**src/design/kms_pkg.sv**
```systemverilog
// kms_pkg: shared types and constants of the keypad matrix scanner
// no dependencies; used by key_matrix_scanner and kms_event_merge
package kms_pkg;

  // default matrix size
  localparam int KmsRows    = 8;
  localparam int KmsColumns = 10;

  // fixed field widths
  localparam int DriveW    = 10;
  localparam int ColumnW   = 4;
  localparam int EventRowW = 3;
  localparam int LevelsW   = 8;
  localparam int IntervalW = 16;
  localparam int SettleW   = 8;
  localparam int CfgDataW  = 16;

  // register reset values
  localparam logic [IntervalW-1:0] ScanIntervalReset = 16'd20;
  localparam logic [SettleW-1:0]   SettleTicksReset  = 8'd2;

  // configuration register indexes
  typedef enum logic [0:0] {
    CfgScanInterval = 1'b0,
    CfgSettleTicks  = 1'b1
  } cfg_reg_e;

  // per tick record that goes with the row masks to the merge stage
  typedef struct packed {
    logic [DriveW-1:0]  drive;
    logic [ColumnW-1:0] column;
  } tick_rec_t;

endpackage

```
**src/design/kms_row_lane.sv**
```systemverilog
// kms_row_lane: one row of the sampled column, compares level with stored key bit
// no dependencies; instantiated once per row by key_matrix_scanner
module kms_row_lane (
  input  logic sample_i,
  input  logic level_i,
  input  logic stored_i,
  output logic changed_o,
  output logic next_o
);

  assign changed_o = sample_i & (level_i ^ stored_i);
  assign next_o    = sample_i ? level_i : stored_i;

endmodule

```
**src/design/kms_event_merge.sv**
```systemverilog
// kms_event_merge: collects the lane change flags of a tick and emits events in row order
// depends on kms_pkg
module kms_event_merge #(
  parameter int ROWS = 8
) (
  input  logic                        clk_i,
  input  logic                        rst_ni,
  input  logic                        push_valid_i,
  output logic                        push_ready_o,
  input  kms_pkg::tick_rec_t          push_rec_i,
  input  logic [ROWS-1:0]             push_changed_i,
  input  logic [ROWS-1:0]             push_levels_i,
  output logic                        out_valid_o,
  input  logic                        out_ready_i,
  output logic [kms_pkg::DriveW-1:0]  column_drive_o,
  output logic                        event_valid_o,
  output logic [kms_pkg::EventRowW-1:0] event_row_o,
  output logic [kms_pkg::ColumnW-1:0] event_column_o,
  output logic                        event_pressed_o,
  output logic                        last_of_tick_o
);
  import kms_pkg::*;

  localparam int RowIdxW = (ROWS > 1) ? $clog2(ROWS) : 1;

  // holding slot
  logic            hold_valid_q, hold_valid_d;
  tick_rec_t       hold_rec_q;
  logic [ROWS-1:0] hold_changed_q, hold_levels_q;

  // active slot, being emitted
  logic            act_valid_q, act_valid_d;
  tick_rec_t       act_rec_q;
  logic [ROWS-1:0] act_rem_q, act_levels_q;

  logic [ROWS-1:0]    rem_next;
  logic [RowIdxW-1:0] low_idx;
  logic               is_last, out_acc, act_free, push_acc, any_event;

  always_comb begin
    low_idx = '0;
    for (int r = ROWS - 1; r >= 0; r--) begin
      if (act_rem_q[r]) begin
        low_idx = RowIdxW'(r);
      end
    end
  end

  assign rem_next  = act_rem_q & (act_rem_q - ROWS'(1));
  assign any_event = |act_rem_q;
  assign is_last   = (rem_next == '0);
  assign out_acc   = act_valid_q && out_ready_i;
  assign act_free  = !act_valid_q || (out_acc && is_last);
  assign push_ready_o = !hold_valid_q || act_free;
  assign push_acc     = push_valid_i && push_ready_o;

  assign hold_valid_d = push_acc || (hold_valid_q && !act_free);
  assign act_valid_d  = act_free ? hold_valid_q : act_valid_q;

  always_ff @(posedge clk_i or negedge rst_ni) begin
    if (!rst_ni) begin
      hold_valid_q <= 1'b0;
      act_valid_q  <= 1'b0;
    end else begin
      hold_valid_q <= hold_valid_d;
      act_valid_q  <= act_valid_d;
    end
  end

  always_ff @(posedge clk_i) begin
    if (push_acc) begin
      hold_rec_q     <= push_rec_i;
      hold_changed_q <= push_changed_i;
      hold_levels_q  <= push_levels_i;
    end
    if (act_free) begin
      act_rec_q    <= hold_rec_q;
      act_rem_q    <= hold_changed_q;
      act_levels_q <= hold_levels_q;
    end else if (out_acc) begin
      act_rem_q <= rem_next;
    end
  end

  assign out_valid_o     = act_valid_q;
  assign column_drive_o  = act_rec_q.drive;
  assign event_valid_o   = any_event;
  assign event_row_o     = any_event ? EventRowW'(low_idx) : '0;
  assign event_column_o  = any_event ? act_rec_q.column : '0;
  assign event_pressed_o = any_event & act_levels_q[low_idx];
  assign last_of_tick_o  = is_last;

endmodule

```
**src/design/key_matrix_scanner.sv**
```systemverilog
// key_matrix_scanner: tick driven keypad matrix scanner, top level
// depends on kms_pkg, kms_row_lane, kms_event_merge
//
//   channel  direction  handshake              payload
//   in       input      in_valid_i/in_ready_o  row_levels_i
//   out      output     out_valid_o/out_ready_i column_drive_o, event_*_o, last_of_tick_o
//   cfg      input      cfg_we_i               cfg_idx_i, cfg_data_i
//
// a tick request updates the scan state in the cycle it is accepted; its results
// pass the holding and then the active slot of the merge stage and leave it one
// per cycle while out_ready_i is high; the merge stage sends a tick's events out
// serially, one per changed key, up to ROWS (8 by default)
// back to back ticks are taken while the previous tick's events still drain
// reset clears the key map, counters and scan state at once, no clearing pass
// a stalled output holds the results; input is stalled only when both slots are full
module key_matrix_scanner #(
  parameter int ROWS    = kms_pkg::KmsRows,
  parameter int COLUMNS = kms_pkg::KmsColumns
) (
  input  logic                            clk_i,
  input  logic                            rst_ni,
  // tick requests
  input  logic                            in_valid_i,
  output logic                            in_ready_o,
  input  logic [kms_pkg::LevelsW-1:0]     row_levels_i,
  // results
  output logic                            out_valid_o,
  input  logic                            out_ready_i,
  output logic [kms_pkg::DriveW-1:0]      column_drive_o,
  output logic                            event_valid_o,
  output logic [kms_pkg::EventRowW-1:0]   event_row_o,
  output logic [kms_pkg::ColumnW-1:0]     event_column_o,
  output logic                            event_pressed_o,
  output logic                            last_of_tick_o,
  // register writes
  input  logic                            cfg_we_i,
  input  logic [0:0]                      cfg_idx_i,
  input  logic [kms_pkg::CfgDataW-1:0]    cfg_data_i
);
  import kms_pkg::*;

  localparam int ColIdxW = (COLUMNS > 1) ? $clog2(COLUMNS) : 1;
  localparam logic [ColumnW:0] NumCols = (ColumnW + 1)'(COLUMNS);
  localparam logic [ColumnW:0] LastCol = (ColumnW + 1)'(COLUMNS - 1);

  // configuration registers
  logic [IntervalW-1:0] scan_interval_q;
  logic [SettleW-1:0]   settle_ticks_q;

  // scan state
  logic [IntervalW-1:0] ticks_q, ticks_d;
  logic                 scanning_q, scanning_d;
  logic [ColumnW-1:0]   column_q, column_d;
  logic [SettleW-1:0]   settle_q, settle_d;
  logic [ROWS-1:0]      key_map_q [COLUMNS];

  logic                 in_acc, push_ready;
  logic [IntervalW-1:0] ticks_inc;
  logic                 start, active, col_in_range, sample;
  logic [ColumnW-1:0]   col_eff;
  logic [SettleW-1:0]   settle_eff;
  logic [DriveW-1:0]    drive;
  logic [ROWS-1:0]      stored, levels, changed, next_bits;
  tick_rec_t            rec;

  assign in_ready_o = push_ready;
  assign in_acc     = in_valid_i && push_ready;

  // register port, one write per enabled edge
  always_ff @(posedge clk_i or negedge rst_ni) begin
    if (!rst_ni) begin
      scan_interval_q <= ScanIntervalReset;
      settle_ticks_q  <= SettleTicksReset;
    end else if (cfg_we_i) begin
      case (cfg_reg_e'(cfg_idx_i))
        CfgScanInterval: scan_interval_q <= cfg_data_i;
        CfgSettleTicks:  settle_ticks_q  <= cfg_data_i[SettleW-1:0];
        default: ;
      endcase
    end
  end

  // interval counter saturates, a scan starts once it passes the interval
  assign ticks_inc  = (ticks_q == '1) ? ticks_q : ticks_q + IntervalW'(1);
  assign start      = !scanning_q && (ticks_inc > scan_interval_q);
  assign active     = scanning_q || start;
  assign col_eff    = start ? '0 : column_q;
  assign settle_eff = start ? '0 : settle_q;
  assign col_in_range = ({1'b0, col_eff} < NumCols);
  assign sample     = active && col_in_range && (settle_eff >= settle_ticks_q);
  // drive bits above the port width fall off the shift
  assign drive      = (active && col_in_range) ? (DriveW'(1) << col_eff) : '0;

  always_comb begin
    ticks_d    = start ? '0 : ticks_inc;
    scanning_d = scanning_q;
    column_d   = column_q;
    settle_d   = settle_q;
    if (active) begin
      scanning_d = 1'b1;
      column_d   = col_eff;
      settle_d   = settle_eff;
      if (!col_in_range) begin
        // stale column past the matrix: drop back to idle
        scanning_d = 1'b0;
        column_d   = '0;
        settle_d   = '0;
      end else if (sample) begin
        settle_d = '0;
        if ({1'b0, col_eff} == LastCol) begin
          scanning_d = 1'b0;
          column_d   = '0;
        end else begin
          column_d = col_eff + ColumnW'(1);
        end
      end else begin
        settle_d = settle_eff + SettleW'(1);
      end
    end
  end

  always_ff @(posedge clk_i or negedge rst_ni) begin
    if (!rst_ni) begin
      ticks_q    <= '0;
      scanning_q <= 1'b0;
      column_q   <= '0;
      settle_q   <= '0;
    end else if (in_acc) begin
      ticks_q    <= ticks_d;
      scanning_q <= scanning_d;
      column_q   <= column_d;
      settle_q   <= settle_d;
    end
  end

  // stored keys of the column being sampled
  assign stored = col_in_range ? key_map_q[col_eff[ColIdxW-1:0]] : '0;

  // rows beyond the sampled lines read low
  always_comb begin
    levels = '0;
    for (int r = 0; r < ROWS; r++) begin
      if (r < LevelsW) begin
        levels[r] = row_levels_i[r];
      end
    end
  end

  // one compare lane per row
  for (genvar r = 0; r < ROWS; r++) begin : g_lane
    kms_row_lane u_lane (
      .sample_i  (sample),
      .level_i   (levels[r]),
      .stored_i  (stored[r]),
      .changed_o (changed[r]),
      .next_o    (next_bits[r])
    );
  end

  always_ff @(posedge clk_i or negedge rst_ni) begin
    if (!rst_ni) begin
      for (int c = 0; c < COLUMNS; c++) begin
        key_map_q[c] <= '0;
      end
    end else if (in_acc && sample) begin
      key_map_q[col_eff[ColIdxW-1:0]] <= next_bits;
    end
  end

  assign rec.drive  = drive;
  assign rec.column = col_eff;

  // merge stage serializes the changed rows into events
  kms_event_merge #(
    .ROWS (ROWS)
  ) u_merge (
    .clk_i           (clk_i),
    .rst_ni          (rst_ni),
    .push_valid_i    (in_valid_i),
    .push_ready_o    (push_ready),
    .push_rec_i      (rec),
    .push_changed_i  (changed),
    .push_levels_i   (levels),
    .out_valid_o     (out_valid_o),
    .out_ready_i     (out_ready_i),
    .column_drive_o  (column_drive_o),
    .event_valid_o   (event_valid_o),
    .event_row_o     (event_row_o),
    .event_column_o  (event_column_o),
    .event_pressed_o (event_pressed_o),
    .last_of_tick_o  (last_of_tick_o)
  );

endmodule
```
**config.mk**
```make
export PLATFORM = sky130hd
export DESIGN_NAME = key_matrix_scanner
export DESIGN_NICKNAME = d
export VERILOG_FILES = /design/src/design/kms_pkg.sv /design/src/design/kms_row_lane.sv /design/src/design/kms_event_merge.sv /design/src/design/key_matrix_scanner.sv
export SDC_FILE = /design/constraint.sdc
export NUM_CORES = 1
export LEC_CHECK = 0
export ABC_AREA = 1
export BUFFER_PORTS_ARGS = -buffer_cell sky130_fd_sc_hd__buf_2
export CAP_MARGIN = 10
export CORE_MARGIN = 2
export CORE_UTILIZATION = 40
export CTS_CLUSTER_DIAMETER = 150
export DETAILED_ROUTE_END_ITERATION = 8
export GPL_TIMING_DRIVEN = 1
export PLACE_DENSITY_LB_ADDON = 0.15
export SETUP_SLACK_MARGIN = 0.05
export SLEW_MARGIN = 20
export SYNTH_ARGS = -nofsm -noshare
export SYNTH_HDL_FRONTEND = slang
export SYNTH_SLANG_ARGS = --single-unit
export TNS_END_PERCENT = 5
```
**constraint.sdc**
```tcl
create_clock -name clk_i -period 4.69 [get_ports clk_i]
set_input_delay 0.938 -clock clk_i [delete_from_list [all_inputs] [get_ports clk_i]]
set_output_delay 0.938 -clock clk_i [all_outputs]
set_load 0.02 [all_outputs]
```
### Word-level counts from Yosys, hierarchy flattened

Cells that the tools add are included.

* shifts and indexed selects: 1
* mux-type cells: 41
* $lt $le $gt $ge: 6
* bitwise gates (word level): 20
* reduce and logical (&&, ||, !) cells: 23
* equality and inequality tests: 2
* $add $sub $neg: 4

Operators with widths (count)
* bitwise mux 80 bit: 1
* two-way mux 8 bit: 9
* binary-select mux 8 bit (select 4 bit): 1
* demux 8 bit (select 4 bit): 1
* two-way mux 16 bit: 2
* two-way mux 3 bit: 9
* two-way mux 4 bit: 5
* adder 16 x 1 -> 16 bit (second input constant): 1
* equality test 16 bit (second input constant): 1
* > comparator 16 bit: 1
* two-way mux 1 bit: 12
* left shift 1 x 4 -> 10 bit (first input constant): 1
* bitwise AND 1 bit: 9
* logical AND 1 bit: 9
* adder 8 x 1 -> 8 bit (second input constant): 1
* bitwise AND 8 bit: 1
* >= comparator 8 bit: 1
* zero test 8 bit: 1
* OR reduction 8 bit: 1
* subtractor 8 x 1 -> 8 bit (second input constant): 1
* XOR 1 bit: 8
* AND reduction 2 bit: 3
* >= comparator 5 bit (second input constant): 1
* less-than comparator 5 x 1 -> 1 bit (second input constant): 1
* other kinds (10): 16

* output and inout bits: 22
* register bits after elaboration: 195
* bits of input ports: 30

### Logic depth before layout (Yosys ltp)

* depth in word-level cells: 12
* mapped depth: 35
* mapped depth without buffers: 33

### Modules after synthesis

From an unflattened synthesis, not the netlist that was laid out.

* cell total of the unflattened synthesis: 1227
* area, all modules: 10181.0 µm²

By module, submodules not included
* key_matrix_scanner: cells each 998, area an instance 7527.2 µm², seq. area each 3331.9 µm², instances 1
* kms_event_merge: cells each 173, area an instance 2413.6 µm², seq. area each 1851.8 µm², instances 1
* kms_row_lane: cells each 7, area an instance 30.0 µm², seq. area each 0.0 µm², instances 8

### Worst setup path after synthesis

OpenSTA, ideal clock, no wires.

* path type: register to register
* from: register ticks_q[0]
* to: register key_map_q[72] (netlist name)
* arrival: 4667 ps
* slack: -96 ps
* path buffers: 4
* cell stages (with the launch flop): 35
* clock period less this slack: 4786 ps
* setup time: 119 ps
* required time: 4571 ps
* cells stage by stage: dfrtp_1 ha_1 inv_1 nor3_1 inv_1 nor2_1 nand4_1 nor4_2 nor3_1 nand2_1 xor2_1 inv_1 ha_1 nand2_1 nor2_1 nand2_1 nand2_1 nand2_1 nand2_2 nand3_4 buf_6 buf_2 nand2_1 inv_1 ha_1 nand2_1 nor2_1 nand4_1 o2111ai_1 and3_1 clkbuf_1 buf_2 nand2_1 nand3_1 nand2_1

* longest elaborated chain between the ends: 12
* elaborated cells on any way between the ends: 25
* classes of those cells: add/sub: 1; order compare: 5; eq/ne: 1; mux: 11; bitwise: 1; reduce/logical: 6

RTL lines
* start: declaration: line key_matrix_scanner.sv:51 `logic [IntervalW-1:0] ticks_q, ticks_d;`
* start signal: assignment: line key_matrix_scanner.sv:129 `ticks_q <= ticks_d;`
* adder 16 x 1 -> 16 bit or equality test 16 bit (tied branches): line key_matrix_scanner.sv:84 `assign ticks_inc = (ticks_q == '1) ? ticks_q : ticks_q + IntervalW'(1);`
* two-way mux 16 bit (*): line key_matrix_scanner.sv:84
* > comparator 16 bit (*): line key_matrix_scanner.sv:85 `assign start = !scanning_q && (ticks_inc > scan_interval_q);`
* logical AND 1 bit (*): line key_matrix_scanner.sv:85
* two-way mux 4 bit: line key_matrix_scanner.sv:87 `assign col_eff = start ? '0 : column_q;`
* inverter 4 -> 5 bit (implied by the code): line key_matrix_scanner.sv:137, key_matrix_scanner.sv:166
* binary-select mux 8 bit (select 4 bit): line key_matrix_scanner.sv:137 `assign stored = col_in_range ? key_map_q[col_eff[ColIdxW-1:0]] : '0;`
* two-way mux 8 bit (implied by the code) (2 in a row): line key_matrix_scanner.sv:137
* two-way mux 8 bit: line key_matrix_scanner.sv:137
* two-way mux 1 bit: line kms_row_lane.sv:12 `assign next_o = sample_i ? level_i : stored_i;`
* bitwise mux 80 bit: line key_matrix_scanner.sv:166 `key_map_q[col_eff[ColIdxW-1:0]] <= next_bits;`
* end signal: indexed assignment: line key_matrix_scanner.sv:166
* end: declaration: line key_matrix_scanner.sv:55 `logic [ROWS-1:0] key_map_q [COLUMNS];`

Every way passes the cells marked *; elsewhere a longest branch is shown, timed or not. The select of a mux whose other input is x is not followed.
A chain may end at the register's enable or synchronous reset.

### Worst setup path after layout

* from: register ticks_q[0]
* to: register key_map_q[29] (netlist name)

The elaborated chain is that of the path after synthesis.

==> results.txt <==
row count - 58
routability cong. - 0.863
dpl cell area - 11700 sq um
number of synthesized register bits - 195
Worst Setup SP - ticks_q[0]$_DFFE_PN0P_
initial antenna violation count - 0
most frequent CP cell - nand2_1
worst r2r src - ticks_q[0]$_DFFE_PN0P_
share of cells above drive strength 1 - 22.0%
Max Clock Skew - 0.0194 ns
final setup fails - 0
final WL - 25900 um
routed vias - 8558
Main synth FF type - dfrtp_1
Area Growth Syn to Fin - 24.0%
Core Area - 25100 sq um
clk_lat worst skew - 0.43 ns
Worst EP arrival - 4.96 ns
Post-synth EDFFs - 60
most frequent cells in the layout - nand2_1, inv_1, dfrtp_1
leakage power - 6.30 nW
compound-gate portion of the synthesized area - 7.49%
Post-Synth Simple-Gate Area - 28.5%
critical path data required time - 5.02 ns
final worst-path cycle share - 98.7%
Post-Syn Instances - 1251
maximum clock frequency - 216 MHz
metal3 WL - 1150 um
status - completed
Netlist cell types - 47
ANT nets after route - 0
Setup WS pre-CTS - -0.189 ns
drt pass-1 iters - 5
largest net degree at the start of global routing - 88
Die W - 164 um
maximum net fanout on the critical path - 8
Iteration-0 DRC Markers - 695
antenna fix cells - 0
mux contribution to synthesized area - 0%
Vias/cell - 4.90
CTS Buf Count - 17
XOR/XNOR Fraction of Synth Area - 0.687%
Worst Setup EP - key_map_q[29]$_DFFE_PN0P_
number of max-cap violations - 0
wl on met1 - 12700 um
YS warnings - 0
commonest non-fill, non-tap cell in the layout - nand2_1
Reg2Reg Capture Point - key_map_q[29]$_DFFE_PN0P_
GRT Util Overall - 20.1%
wire length per cell - 14.8 um
CP Launch Type - flop
CP peak stage delay - 0.38 ns
Initial Util - 40.6%
first-pass GRT wire length - 42300 um
Post-DP HPWL - 18600 um
mapped cell area - 10200 sq um
Die ar. - 26800 sq um
power per standard cell area - 561 nW/um^2
critical path depth - 35
VDD IR-drop max - 0.342 mV
Crit. End Element - flop
top sig layer - met4
Hold Path Cell Cnt - 0
Final Hold Viols - 0
FFs w/ async S/R, synth - 69.2%
Slew @ Worst Pin - 0.917 ns
RSZ-0062 raised after global routing - yes
WP buf/inv - 7
Synth Area per Inst - 8.16 sq um
Final min period - 4.63 ns
CP max-delay cell - dfrtp_1
hold_ws - 0.420 ns
total power - 7.10 mW
Seq/Total Area, Yosys - 50.8%
main combinational cell family by area after synthesis - simple AND/OR/NAND/NOR gates
fin. max-slew vios - 0
Post-Synth Adder-Cell Area - 3.19%
FF-to-FF setup slack - 0.06 ns
root buffer cell - clkbuf_16
number of global-route vias before repair - 8125
Finished Core Util - 50.4%
Min-Delay Path Class - flop to flop
die height - 164 um
Top delay family on crit path - simple AND/OR/NAND/NOR gates
DRC - 0
clock sink count - 195
Synth Net Count - 1307
H-tree levels - 4
FF-to-FF path depth - 35
CTS clk-pin slew, worst paths - 0.08 ns
Design Area, Final - 12700 sq um
Crit Path Class - flop to flop
Final WS setup - 0.0587 ns
TritonCTS clock tree - yes
CTS Buffer Depth - 2
Slew headroom - 38.7%
final net count - 1459
Remaining Overflow, GRT - 0
number of port buffers - 51
I/O pin cnt - 52
WL met2 - 11800 um
## stage by stage
step | setup TNS [ns] | std cells
floorplan | 0 | 1251
global placement | -0.124 | 1698
detailed placement | -5.98 | 1698
CTS | -0.259 | 1741
global route | -26.93 | 1746
finish | 0 | 1746
## per-layer routing
metal | up-vias | track usage (%)
met5 | - | 0
met4 | 0 | 4.11
met3 | 14 | 3.21
met2 | 182 | 31.3
met1 | 4033 | 29.7
li1 | 4329 | -
## cell type report
cell class                      instances  area [sq um]
Multi-Input combinational cell        819          4320
Tap cell                              330           413
Inverter                              198           751
Clock buffer                           17           425
Timing Repair Buffer                  172          1400
Fill cell                            2445         12500
Sequential cell                       195          5180
Clock inverter                         15           164
## cells in the mapped netlist (2+ instances only)
| master | count | area share, % |
|---|---|---|
| a21o_1 | 2 | 0.15 |
| a21oi_1 | 31 | 1.5 |
| buf_1 | 3 | 0.11 |
| buf_2 | 6 | 0.29 |
| buf_4 | 12 | 0.88 |
| clkbuf_1 | 17 | 0.63 |
| dfrtp_1 | 132 | 32 |
| dfstp_2 | 3 | 0.77 |
| edfxtp_1 | 60 | 18 |
| ha_1 | 26 | 3.2 |
| inv_1 | 182 | 6.7 |
| inv_2 | 14 | 0.51 |
| nand2_1 | 376 | 14 |
| nand2_2 | 13 | 0.80 |
| nand2_4 | 6 | 0.66 |
| nand3_1 | 107 | 5.2 |
| nand3_4 | 2 | 0.34 |
| nand3b_1 | 9 | 0.66 |
| nand4_1 | 25 | 1.5 |
| nor2_1 | 70 | 2.6 |
| nor2_4 | 7 | 0.77 |
| nor3_1 | 13 | 0.64 |
| nor3_2 | 2 | 0.20 |
| nor3_4 | 3 | 0.48 |
| o21ai_0 | 82 | 4.0 |
| o21ai_1 | 2 | 0.098 |
| o22ai_1 | 16 | 0.98 |
| or2_2 | 4 | 0.25 |
| xor2_1 | 8 | 0.69 |
## what timing repair did
| action | 4_1_cts | 5_1_grt |
|---|---|---|
| pin swaps | 11 | 9 |
| gates cloned | 1 | 0 |
| setup endpoints to repair | 85 | 102 |
| setup buffers | 10 | 5 |
| gates resized for setup | 29 | 44 |
| hold buffers | 0 | 0 |
## registers in the layout (all words and copies together) (netlist names)
name and flops:
column_q 4, key_map_q 80, scan_interval_q 16, scanning_q 1
settle_q 8, settle_ticks_q 8, ticks_q 16, u_merge.act_levels_q 8
u_merge.act_rec_q 4, u_merge.act_rem_q 8, u_merge.column_drive_o 10, u_merge.hold_changed_q 8
u_merge.hold_levels_q 8, u_merge.hold_rec_q 14, u_merge.hold_valid_q 1, u_merge.out_valid_o 1
## kinds of logic after synthesis
group | after synthesis
fa+ha+maj | 26
simple gates | 644
buf+inv | 237
xor+xnor | 8
flops | 195
compound gates | 141
## report_power, final
part / leakage, nW / total, mW / switching, mW / internal [mW]
logic: 3.77 / 3.46 / 2.04 / 1.41
clock network: 0.285 / 1.46 / 0.705 / 0.758
registers: 2.25 / 2.18 / 0.177 / 2.00
total: 6.30 / 7.10 / 2.93 / 4.18
## how the worst min path moves through the flow
| stage | startpoint | end | slack, ns |
|---|---|---|---|
| final | u_merge.hold_levels_q[4]$_DFFE_PP_ | u_merge.act_levels_q[4]$_DFFE_PP_ | 0.42 |
| after global routing | u_merge.hold_rec_q[5]$_SDFFCE_PP0P_ | u_merge.column_drive_o[1]$_DFFE_PP_ | 0.43 |
| after CTS | u_merge.hold_rec_q[1]$_DFFE_PP_ | u_merge.act_rec_q[1]$_DFFE_PP_ | 0.42 |
| after detailed placement | u_merge.hold_levels_q[4]$_DFFE_PP_ | u_merge.act_levels_q[4]$_DFFE_PP_ | 0.40 |
| after global placement | u_merge.hold_levels_q[7]$_DFFE_PP_ | u_merge.act_levels_q[7]$_DFFE_PP_ | 0.40 |
| after floorplan | u_merge.hold_levels_q[0]$_DFFE_PP_ | u_merge.act_levels_q[0]$_DFFE_PP_ | 0.40 |
Power figures use the tool's default switching activity.
